$ cat src/rtl/mpq_pkg.sv
// shared types and constants for the min priority queue
// operation and status codes, cell control and slot structs; no dependencies
`default_nettype none

package mpq_pkg;

  localparam int unsigned CAPACITY  = 64;
  localparam int unsigned KEY_W     = 32;
  localparam int unsigned OP_W      = 2;
  localparam int unsigned STATUS_W  = 2;
  localparam int unsigned ENTRIES_W = 7;
  localparam int unsigned CNT_W     = $clog2(CAPACITY + 1);

  typedef enum logic [OP_W-1:0] {
    OP_INSERT  = 2'd0,
    OP_EXTRACT = 2'd1,
    OP_PEEK    = 2'd2
  } op_e;

  typedef enum logic [STATUS_W-1:0] {
    ST_OK    = 2'd0,
    ST_FULL  = 2'd1,
    ST_EMPTY = 2'd2
  } status_e;

  typedef enum logic [1:0] {
    CELL_HOLD   = 2'd0,
    CELL_INSERT = 2'd1,
    CELL_SHIFT  = 2'd2
  } cell_cmd_e;

  // broadcast to every cell
  typedef struct packed {
    cell_cmd_e               cmd;
    logic signed [KEY_W-1:0] key;
  } cell_ctl_t;

  // contents of one cell, as seen by its neighbors
  typedef struct packed {
    logic                    vld;
    logic signed [KEY_W-1:0] key;
  } slot_t;

endpackage

`default_nettype wire

$ cat src/rtl/mpq_cell.sv
// one cell of the sorted key chain
// holds one key and a valid bit, trades with its neighbors; depends on mpq_pkg
`default_nettype none

module mpq_cell (
  input  wire                      clk_i,
  input  wire                      rst_ni,
  input  wire mpq_pkg::cell_ctl_t  ctl_i,
  input  wire mpq_pkg::slot_t      left_i,
  input  wire                      left_lt_i,
  input  wire mpq_pkg::slot_t      right_i,
  output mpq_pkg::slot_t           slot_o,
  output logic                     lt_o
);
  import mpq_pkg::*;

  logic                    vld_q, vld_d;
  logic signed [KEY_W-1:0] key_q, key_d;

  // new key belongs at or before this cell; an empty cell counts as +inf
  assign lt_o = !vld_q || ($signed(ctl_i.key) < key_q);

  always_comb begin
    vld_d = vld_q;
    key_d = key_q;
    case (ctl_i.cmd)
      CELL_INSERT: begin
        if (lt_o) begin
          if (left_lt_i) begin
            vld_d = left_i.vld;
            key_d = left_i.key;
          end else begin
            vld_d = 1'b1;
            key_d = ctl_i.key;
          end
        end
      end
      CELL_SHIFT: begin
        vld_d = right_i.vld;
        key_d = right_i.key;
      end
      default: begin
      end
    endcase
  end

  always_ff @(posedge clk_i or negedge rst_ni) begin
    if (!rst_ni) begin
      vld_q <= 1'b0;
    end else begin
      vld_q <= vld_d;
    end
  end

  always_ff @(posedge clk_i) begin
    key_q <= key_d;
  end

  assign slot_o.vld = vld_q;
  assign slot_o.key = key_q;

endmodule

`default_nettype wire

$ cat config.mk
export PLATFORM = sky130hd
export DESIGN_NAME = mpq_cell
export DESIGN_NICKNAME = d
export VERILOG_FILES = /design/src/rtl/mpq_pkg.sv /design/src/rtl/mpq_cell.sv
export SDC_FILE = /design/constraint.sdc
export NUM_CORES = 1
export LEC_CHECK = 0
export BUFFER_PORTS_ARGS = -buffer_cell sky130_fd_sc_hd__buf_2
export CELL_PAD_IN_SITES_DETAIL_PLACEMENT = 0
export CELL_PAD_IN_SITES_GLOBAL_PLACEMENT = 1
export CORE_MARGIN = 2
export CORE_UTILIZATION = 30
export CTS_BUF_LIST = sky130_fd_sc_hd__clkbuf_2
export CTS_CLUSTER_DIAMETER = 120
export CTS_CLUSTER_SIZE = 12
export DETAILED_ROUTE_END_ITERATION = 12
export PLACE_DENSITY_LB_ADDON = 0.1
export SLEW_MARGIN = 20
export SYNTH_ARGS = -nofsm -noshare
export SYNTH_HDL_FRONTEND = slang
export SYNTH_SLANG_ARGS = --single-unit
export TNS_END_PERCENT = 1
$ cat constraint.sdc
create_clock -name clk_i -period 2.6 [get_ports clk_i]
set_input_delay 0.65 -clock clk_i [delete_from_list [all_inputs] [get_ports clk_i]]
set_output_delay 0.65 -clock clk_i [all_outputs]
set_load 0.005 [all_outputs]
==> out/qor.txt, run 1 <==
worst hold path type: in -> reg
CP max FO: 2
Initial Util: 31.0%
Finished Core Util: 44.2%
clock skew: 0.00276 ns
worst path cell trace: inv_1, ha_4, a21o_1, a21oi_1, o32ai_2, o41a_1, nor2_1, mux2i_1, buf_2
Final HPWL DP: 5.46 mm
worst path required time: 1.95 ns
Critical Path AT: 2.39 ns
Syn Std Cell Area: 0.00255 sq mm
Max Cap Viol: 0
worst-skew pair later-pin latency: 0.37 ns
CP Launch Type: register
wire per inst: 12.7 um
drt pass-1 iters: 4
failing checks: setup timing
Slew @ Worst Pin: 0.431 ns
critical path's largest stage delay: 0.43 ns
clock sinks: 33
Ant. Diodes: 0
Worst Setup Slack, final: -0.442 ns
clock root buffer: clkbuf_2
fillers: 851
DR iter-0 viols: 58
Async SR Flop Fraction: 3.03%
Die Ht: 96.2 um
Post-Syn Instances: 266
Rows: 33
Inst Count DP: 518
post-CTS setup buffers: 0
Synth top area share: 37.7%
Vias/cell: 4.52
WL final: 6.67 mm
max-slew violations: 0
crit path max-delay cell type: edfxtp_1
sequential area share after synthesis: 38.7%
Die Span X: 96.2 um
synth top area cells: edfxtp_1 (38%), ha_1 (15%), mux2i_1 (13%)
RePlAce Congestion: 0.754
combined area of the multi-input logic cells: 0.00144 sq mm
Core ar.: 0.00822 sq mm
first-pass GRT wire length: 10.5 mm
grt total ovfl: 0
full die area: 0.00925 sq mm
Layout Cells excl Fill: 527
Slew headroom: 71.3%
Post-synth top cells: nand2_1 (39), o21ai_0 (34), mux2i_1 (33), edfxtp_1 (32), inv_1 (32)
Syn. warnings: 0
Highest Clock Rate: 0.329 GHz
IR Drop Worst-Case VDD: 155 uV
Placement Cell Area: 0.00354 sq mm
vias in the first global route: 2302
Area Growth Syn to Fin: 42.5%
Synth cell types: 34
clk buf depth: 2
routed vias: 2380
Synth Register Bits: 33
number of synthesized flops with an enable pin: 32
Top-Level Pins: 137
fin nets: 555
largest net degree at the start of global routing: 49
H-tree depth: 2
TritonCTS Buffers: 5
Post-DRT Antenna Nets: 0
Power per Cell Area: 476 mW/mm^2
port buffer count: 136
# DRC: 0
Hold Vio Cnt, Final: 0
Avg Cell Area, Syn: 9.59 sq um
initial antenna violation count: 0
layout cells sized above 1: 42.2%
Crit. End Element: output port
cell accounting for the most synthesized area: edfxtp_1
crit path kind: reg -> out
RSZ-0062 raised after global routing: true
Pleak: 1.84 nW
Top FF cell, synth: edfxtp_1
Clk pin slew, worst setup/hold paths: 0.18 ns
most frequent cell after synthesis: nand2_1
status: finished, violations left
pre-CTS WS: -0.426 ns
CTS tree: done
GRT Total Usage: 14.6%
Mapped Nets: 400
Tcrit/Tclk final: 117%
Final setup viols: 1
min cycle time layout: 3.04 ns
Finished Cell Area: 0.00363 sq mm
FF+latch area: 986 sq um
## power breakdown
part	switching [mW]	internal, mW	total [mW]
registers	0.0443	0.702	0.746
clock network	0.188	0.0795	0.267
logic	0.342	0.372	0.714
## metal layers
metal	vias to the layer above	track usage, %	share of wire (%)
li1	1260	-	-
met1	1035	19.1	47
met2	80	24.0	45
met3	5	3.68	7.5
met4	0	3.57	0.91
met5	-	0	0
## repair_timing
action                                 in CTS  in global routing
pin swaps                                   0                  2
setup endpoints to repair                   1                 33
endpoints found under the hold margin       1                  0
gates resized for setup                     2                  3
hold buffers                                1                  0
## layout by cell type (no fill, tap or decap), drive strengths merged, types with 2 or more instances in the layout
| cell | synthesis | routed |
|---|---|---|
| a211oi | 2 | 2 |
| a21o | 3 | 3 |
| a21oi | 11 | 11 |
| buf | 4 | 159 |
| clkbuf | 8 | 8 |
| edfxtp | 32 | 32 |
| ha | 31 | 31 |
| inv | 32 | 32 |
| mux2i | 33 | 33 |
| nand2 | 39 | 39 |
| nand2b | 2 | 2 |
| nand3 | 4 | 4 |
| nand4 | 7 | 7 |
| nor2 | 5 | 5 |
| nor2b | 3 | 3 |
| o21ai | 34 | 34 |
## worst paths after layout
check / cells after the start / to / slack [ns] / startpoint
min in group asynchronous: 2 / vld_q / 0.59 / rst_ni
max in group asynchronous: 2 / vld_q / 1.94 / rst_ni
hold reg to reg: 4 / vld_q / 0.75 / vld_q
hold / removal: 3 / key_q[19] / 0.54 / right_i[19]
setup / recovery: 9 / lt_o / -0.44 / key_q[13]
setup reg to reg: 11 / key_q[25] / 0.17 / key_q[31]
## stage by stage
step	hold WS, ns	total power, mW	setup TNS [ns]
2_1_floorplan	0.354	1.10	-0.0864
3_3_place_gp	0.425	1.46	-7.37
3_5_place_dp	0.426	1.47	-8.02
4_1_cts	0.505	1.75	-0.480
5_1_grt	0.510	1.86	-1.73
6_report	0.537	1.73	-0.442
## area by class of cell
class	count	area share, %
Timing Repair Buffer	160	25.1
Tap cell	105	3.62
Multi-Input combinational cell	189	39.7
Inverter	32	3.31
Clock buffer	8	1.10
Sequential cell	33	27.1
## sequential cells by signal, summed over array words and instances, names as in the netlist
name	count
vld_q	1
key_q	32
## cells by family (layout without fill, tap and decap cells)
group | Yosys count | in the layout | synth area share [%]
AOI/OAI and AO/OA | 58 | 58 | 13.9
xor gates and xnor gates | 1 | 1 | 0.344
adders and majority gates | 31 | 31 | 15.2
buffers and inverters | 44 | 200 | 6.77
DFF | 33 | 33 | 38.7
muxes | 34 | 34 | 13.4
and+or+nand+nor | 65 | 65 | 11.7
## worst max-delay path, delay by kind of cell (launching register included)
kind	cells	cell delay, ns
AOI/OAI and AO/OA	4	0.82
DFF	1	0.43
buffers and inverters	2	0.25
adders and majority gates	1	0.20
muxes	1	0.19
and+or+nand+nor	1	0.13
Power figures use the tool's default switching activity.
==> inputs of run 2 (changes only) <==
- CELL_PAD_IN_SITES_DETAIL_PLACEMENT: 0 -> not set
- CELL_PAD_IN_SITES_GLOBAL_PLACEMENT: 1 -> not set
- CORE_UTILIZATION: 30 -> 42
- PLACE_DENSITY: not set -> 0.79
- PLACE_DENSITY_LB_ADDON: 0.1 -> not set
==> out/qor.txt, run 2 (synthesis gave the netlist of run 1 again) <==
commonest cells after routing, fill and taps aside: buf_2 (136), nand2_1 (39), o21ai_0 (34) (unchanged)
IR Drop Worst-Case VDD: 346 uV (was 155 uV)
H-tree depth: 2 (unchanged)
worst hold slack: 0.525 ns (was 0.537 ns)
fin nets: 560 (was 555)
registers with the most flip-flops: key_q (32), vld_q (1) (unchanged)
RePlAce Congestion: 0.834 (was 0.754)
DR iter-0 viols: 53 (was 58)
Rows: 28 (was 33)
clock root buffer: clkbuf_2 (unchanged)
R2R Path End: key_q[26] (was key_q[25])
Pleak: 1.85 nW (was 1.84 nW)
grt total ovfl: 0 (unchanged)
layout cells sized above 1: 44.3% (was 42.2%)
combined area of the multi-input logic cells: 0.00151 sq mm (was 0.00144 sq mm)
flop2flop setup slack: 0.14 ns (was 0.17 ns)
drt pass-1 iters: 4 (unchanged)
Worst Setup Slack, final: -0.435 ns (was -0.442 ns)
Crit. End Element: output port (unchanged)
worst path cell trace: inv_1, ha_4, a21o_1, a21oi_2, o32ai_2, o41a_1, nor2_1, mux2i_1, buf_2 (was inv_1, ha_4, a21o_1, a21oi_1, o32ai_2, o41a_1, nor2_1, mux2i_1, buf_2)
first-pass GRT wire length: 9.85 mm (was 10.5 mm)
Hold Vio Cnt, Final: 0 (unchanged)
crit path kind: reg -> out (unchanged)
Tcrit/Tclk final: 117% (about the same)
Slew headroom: 70.7% (was 71.3%)
pre-CTS WS: -0.446 ns (was -0.426 ns)
Final HPWL DP: 5.48 mm (was 5.46 mm)
# DRC: 0 (unchanged)
post-CTS setup buffers: 0 (unchanged)
Ant. Diodes: 0 (unchanged)
Die Span X: 81.9 um (was 96.2 um)
vias in the first global route: 2255 (was 2302)
min cycle time layout: 3.03 ns (was 3.04 ns)
Post-DRT Antenna Nets: 0 (unchanged)
RSZ-0062 raised after global routing: true (unchanged)
combinational share of power: 42.8% (was 41.3%)
Layout Cells excl Fill: 502 (was 527)
Initial Util: 43.3% (was 31.0%)
Clock power frac: 14.1% (was 15.5%)
Switch Pwr: 0.590 mW (was 0.574 mW)
Final setup viols: 1 (unchanged)
Hold Crit Endpoint: key_q[5] (was key_q[19])
Power per Cell Area: 472 mW/mm^2 (was 476 mW/mm^2)
worst-skew pair later-pin latency: 0.38 ns (was 0.37 ns)
initial antenna violation count: 0 (unchanged)
Highest Clock Rate: 0.330 GHz (was 0.329 GHz)
status: finished, violations left (unchanged)
R2R depth: 11 (unchanged)
CTS tree: done (unchanged)
sw frac: 33.9% (was 33.2%)
FF+latch area: 986 sq um (unchanged)
crit path buf inv count: 2 (unchanged)
Vias/cell: 4.94 (was 4.52)
Top-Level Pins: 137 (unchanged)
Clk pin slew, worst setup/hold paths: 0.19 ns (was 0.18 ns)
Critical Path AT: 2.38 ns (was 2.39 ns)
clk buf depth: 2 (unchanged)
critical path's largest stage delay: 0.43 ns (about the same)
CP Launch Type: register (unchanged)
clock skew: 0.0130 ns (was 0.00276 ns)
Finished Cell Area: 0.00368 sq mm (was 0.00363 sq mm)
Max Cap Viol: 0 (unchanged)
wire per inst: 13.5 um (was 12.7 um)
fillers: 518 (was 851)
Inst Count DP: 493 (was 518)
failing checks: setup timing (unchanged)
worst hold path type: in -> reg (unchanged)
delay-heaviest family, CP: compound AO/OA/AOI/OAI gates (unchanged)
Hold Crit Start: right_i[5] (was right_i[19])
GRT Total Usage: 19.2% (was 14.6%)
TritonCTS Buffers: 5 (unchanged)
routed vias: 2478 (was 2380)
max FFs per register: 32 (unchanged)
Die Ht: 81.9 um (was 96.2 um)
worst path required time: 1.95 ns (about the same)
Placement Cell Area: 0.00353 sq mm (was 0.00354 sq mm)
Final Power: 1.74 mW (was 1.73 mW)
most common cell after layout, fill and taps aside: buf_2 (unchanged)
max-slew violations: 0 (unchanged)
Top reg by flops: key_q (unchanged)
setup TNS: -0.435 ns (was -0.442 ns)
Slew @ Worst Pin: 0.440 ns (was 0.431 ns)
RR Startpoint: key_q[30] (was key_q[31])
full die area: 0.00671 sq mm (was 0.00925 sq mm)
Internal Power: 1.15 mW (about the same)
largest net degree at the start of global routing: 39 (was 49)
clock sinks: 33 (unchanged)
Area Growth Syn to Fin: 44.5% (was 42.5%)
Hold Path Stages: 3 (unchanged)
port buffer count: 136 (unchanged)
crit path max-delay cell type: edfxtp_1 (unchanged)
Core ar.: 0.00589 sq mm (was 0.00822 sq mm)
WL final: 6.77 mm (was 6.67 mm)
CP max FO: 2 (unchanged)
Finished Core Util: 62.6% (was 44.2%)
sequential power share: 43.1% (was 43.2%)
run 2: worst max path at each step:
stage,to,cells after the start,from,slack (ns)
finish,lt_o,9,key_q[13],-0.43
global route,lt_o,9,key_q[7],-0.58
CTS,lt_o,8,key_q[1],-0.47
detailed placement,lt_o,9,ctl_i[14],-0.45
global placement,lt_o,9,ctl_i[13],-0.41
floorplan,lt_o,7,ctl_i[14],-0.09
run 2: area by class of cell:
class,count,share of cell area [%]
multi-input cells,189,40.9
flip-flops and latches,33,26.8
clock buffers,5,0.679
well taps,75,2.55
inverters,32,3.26
clock inverters,3,0.340
repair buffers,165,25.5
run 2: power groups by stage:
| stage | clock network (mW) | registers (mW) | logic, mW |
|---|---|---|---|
| after floorplan | 0 | 0.765 | 0.339 |
| after global placement | 0 | 0.758 | 0.683 |
| after detailed placement | 0 | 0.760 | 0.707 |
| after CTS | 0.246 | 0.749 | 0.733 |
| after global routing | 0.265 | 0.760 | 0.833 |
| final | 0.245 | 0.749 | 0.745 |
run 2: timing repair:
action / in CTS / in global routing
endpoints found under the hold margin: 1 / 0
pin swaps: 3 / 1
hold buffers: 1 / 0
gates cloned: 0 / 0
gates resized for setup: 6 / 7
setup endpoints to repair: 1 / 33
run 2: worst min-delay path: cells and delay by family:
| kind | cells | cell delay, ns |
|---|---|---|
| compound gates | 1 | 0.06 |
| buf+inv | 1 | 0.07 |
| simple gates | 1 | 0.04 |
run 2: routing by layer:
layer,wire [um],part of all wire [%],vias to the layer above,track usage [%]
met2,3400,50,78,34.6
met3,384,5.7,10,4.84
met1,2880,43,1117,22.5
li1,-,-,1273,-
met4,97,1.4,0,5.17
met5,0,0,-,0
==> inputs of run 3 (changes only) <==
- PLACE_DENSITY: 0.79 -> 0.82
==> out/qor.txt, run 3 (synthesis gave the netlist of run 1 again) <==
largest net degree at the start of global routing: 65 (was 39)
clock skew: 0.00728 ns (was 0.0130 ns)
Final HPWL DP: 5.45 mm (was 5.48 mm)
Final Power: 1.70 mW (was 1.74 mW)
Power per Cell Area: 470 mW/mm^2 (was 472 mW/mm^2)
Pleak: 1.82 nW (was 1.85 nW)
Switch Pwr: 0.576 mW (was 0.590 mW)
sequential power share: 44.1% (was 43.1%)
TritonCTS Buffers: 5 (unchanged)
worst path required time: 1.95 ns (about the same)
clock root buffer: clkbuf_2 (unchanged)
max-slew violations: 0 (unchanged)
Placement Cell Area: 0.00346 sq mm (was 0.00353 sq mm)
commonest cells after routing, fill and taps aside: buf_2 (136), nand2_1 (39), mux2i_1 (33), o21ai_0 (33), edfxtp_1 (32) (was buf_2 (136), nand2_1 (39), o21ai_0 (34))
combinational share of power: 41.8% (was 42.8%)
Rows: 28 (unchanged)
drt pass-1 iters: 4 (unchanged)
Die Span X: 81.9 um (unchanged)
Die Ht: 81.9 um (unchanged)
status: finished, violations left (unchanged)
CTS tree: done (unchanged)
Area Growth Syn to Fin: 41.5% (was 44.5%)
Ant. Diodes: 0 (unchanged)
Worst Setup SP: key_q[1] (was key_q[13])
failing checks: setup timing (unchanged)
layout cells sized above 1: 42.9% (was 44.3%)
wire per inst: 13.7 um (was 13.5 um)
Hold Vio Cnt, Final: 0 (unchanged)
port buffer count: 136 (unchanged)
Core ar.: 0.00589 sq mm (unchanged)
Worst Setup Slack, final: -0.459 ns (was -0.435 ns)
Highest Clock Rate: 0.327 GHz (was 0.330 GHz)
Clk pin slew, worst setup/hold paths: 0.18 ns (was 0.19 ns)
max FFs per register: 32 (unchanged)
clock sinks: 33 (unchanged)
Top reg by flops: key_q (unchanged)
crit path kind: reg -> out (unchanged)
sw frac: 34.0% (was 33.9%)
first-pass GRT wire length: 10.1 mm (was 9.85 mm)
worst-skew pair later-pin latency: 0.37 ns (was 0.38 ns)
Worst setup endpoint: lt_o (unchanged)
registers with the most flip-flops: key_q (32), vld_q (1) (unchanged)
Max Cap Viol: 0 (unchanged)
Slew @ Worst Pin: 0.538 ns (was 0.440 ns)
H-tree depth: 2 (unchanged)
CP max FO: 2 (unchanged)
Post-DRT Antenna Nets: 0 (unchanged)
vias in the first global route: 2384 (was 2255)
initial antenna violation count: 0 (unchanged)
Slew headroom: 64.2% (was 70.7%)
CP Launch Type: register (unchanged)
GRT Total Usage: 19.6% (was 19.2%)
# DRC: 0 (unchanged)
Internal Power: 1.12 mW (was 1.15 mW)
Tcrit/Tclk final: 118% (was 117%)
most common cell after layout, fill and taps aside: buf_2 (unchanged)
grt total ovfl: 0 (unchanged)
R2R depth: 9 (was 11)
routed vias: 2473 (was 2478)
setup TNS: -0.459 ns (was -0.435 ns)
clk buf depth: 2 (unchanged)
flop2flop setup slack: 0.11 ns (was 0.14 ns)
Initial Util: 43.3% (unchanged)
Critical Path AT: 2.41 ns (was 2.38 ns)
WL final: 6.77 mm (about the same)
R2R Path End: key_q[17] (was key_q[26])
RSZ-0062 raised after global routing: true (unchanged)
worst hold path type: in -> reg (unchanged)
Final setup viols: 1 (unchanged)
fin nets: 553 (was 560)
full die area: 0.00671 sq mm (unchanged)
Crit. End Element: output port (unchanged)
Clock power frac: 14.0% (was 14.1%)
worst hold slack: 0.536 ns (was 0.525 ns)
RR Startpoint: key_q[1] (was key_q[30])
Top-Level Pins: 137 (unchanged)
DR iter-0 viols: 61 (was 53)
min cycle time layout: 3.06 ns (was 3.03 ns)
Vias/cell: 5.00 (was 4.94)
IR Drop Worst-Case VDD: 279 uV (was 346 uV)
Finished Cell Area: 0.00361 sq mm (was 0.00368 sq mm)
RePlAce Congestion: 0.785 (was 0.834)
## run 3: changes by cell type in the layout (fill, tap and decap cells not counted), sizes merged
| cell | delta |
|---|---|
| buf | -7 |
## run 3: how the worst min path moves through the flow
stage | startpoint | end | slack [ns] | depth (start not counted)
after CTS | right_i[22] | key_q[22] | 0.51 | 3
final | right_i[2] | key_q[2] | 0.54 | 3
after floorplan | rst_ni | vld_q | 0.35 | 0
after detailed placement | rst_ni | vld_q | 0.43 | 1
after global routing | right_i[18] | key_q[18] | 0.52 | 3
after global placement | rst_ni | vld_q | 0.43 | 1
## run 3: stage by stage
step / util (%) / setup WS (ns) / std cells
final: 61.3 / -0.459 / 495
after global routing: 61.3 / -0.651 / 495
after CTS: 59.9 / -0.478 / 494
after detailed placement: 58.8 / -0.431 / 485
after global placement: 58.8 / -0.410 / 485
after floorplan: - / -0.0864 / 266
## run 3: worst max-delay path: stages (launching register included)
cell	delay (ns)
edfxtp_1	0.45
inv_2	0.09
ha_4	0.20
a2111oi_4	0.32
o32ai_2	0.14
o41a_1	0.34
nor2_1	0.15
mux2i_1	0.21
buf_2	0.14
## run 3: per-layer routing
layer,vias to the layer above,track usage [%],wire length (um)
met3,13,4.84,416
li1,1258,-,-
met2,81,34.6,3430
met4,0,6.83,116
met1,1121,23.0,2800
met5,-,0,0
## run 3: power groups by stage
stage	logic (mW)	registers, mW	clock network [mW]
2_1_floorplan	0.339	0.765	0
4_1_cts	0.683	0.748	0.250
3_5_place_dp	0.670	0.760	0
6_report	0.710	0.749	0.238
5_1_grt	0.797	0.759	0.268
3_3_place_gp	0.642	0.757	0
## run 3: what timing repair did
item | in CTS | in global routing
gates resized for setup | 3 | 10
endpoints found under the setup margin | 1 | 33
setup buffers | 0 | 1
pin swaps | 0 | 5
hold endpoints to repair | 1 | 0
hold buffers | 1 | 0
## run 3: cell type report
type	instances	area, sq um
fillers	505	2280
multi-input cells	189	1490
flip-flops and latches	33	986
repair buffers	158	877
inverters	32	120
well taps	75	93.8
clock buffers	5	25.0
clock inverters	3	12.5
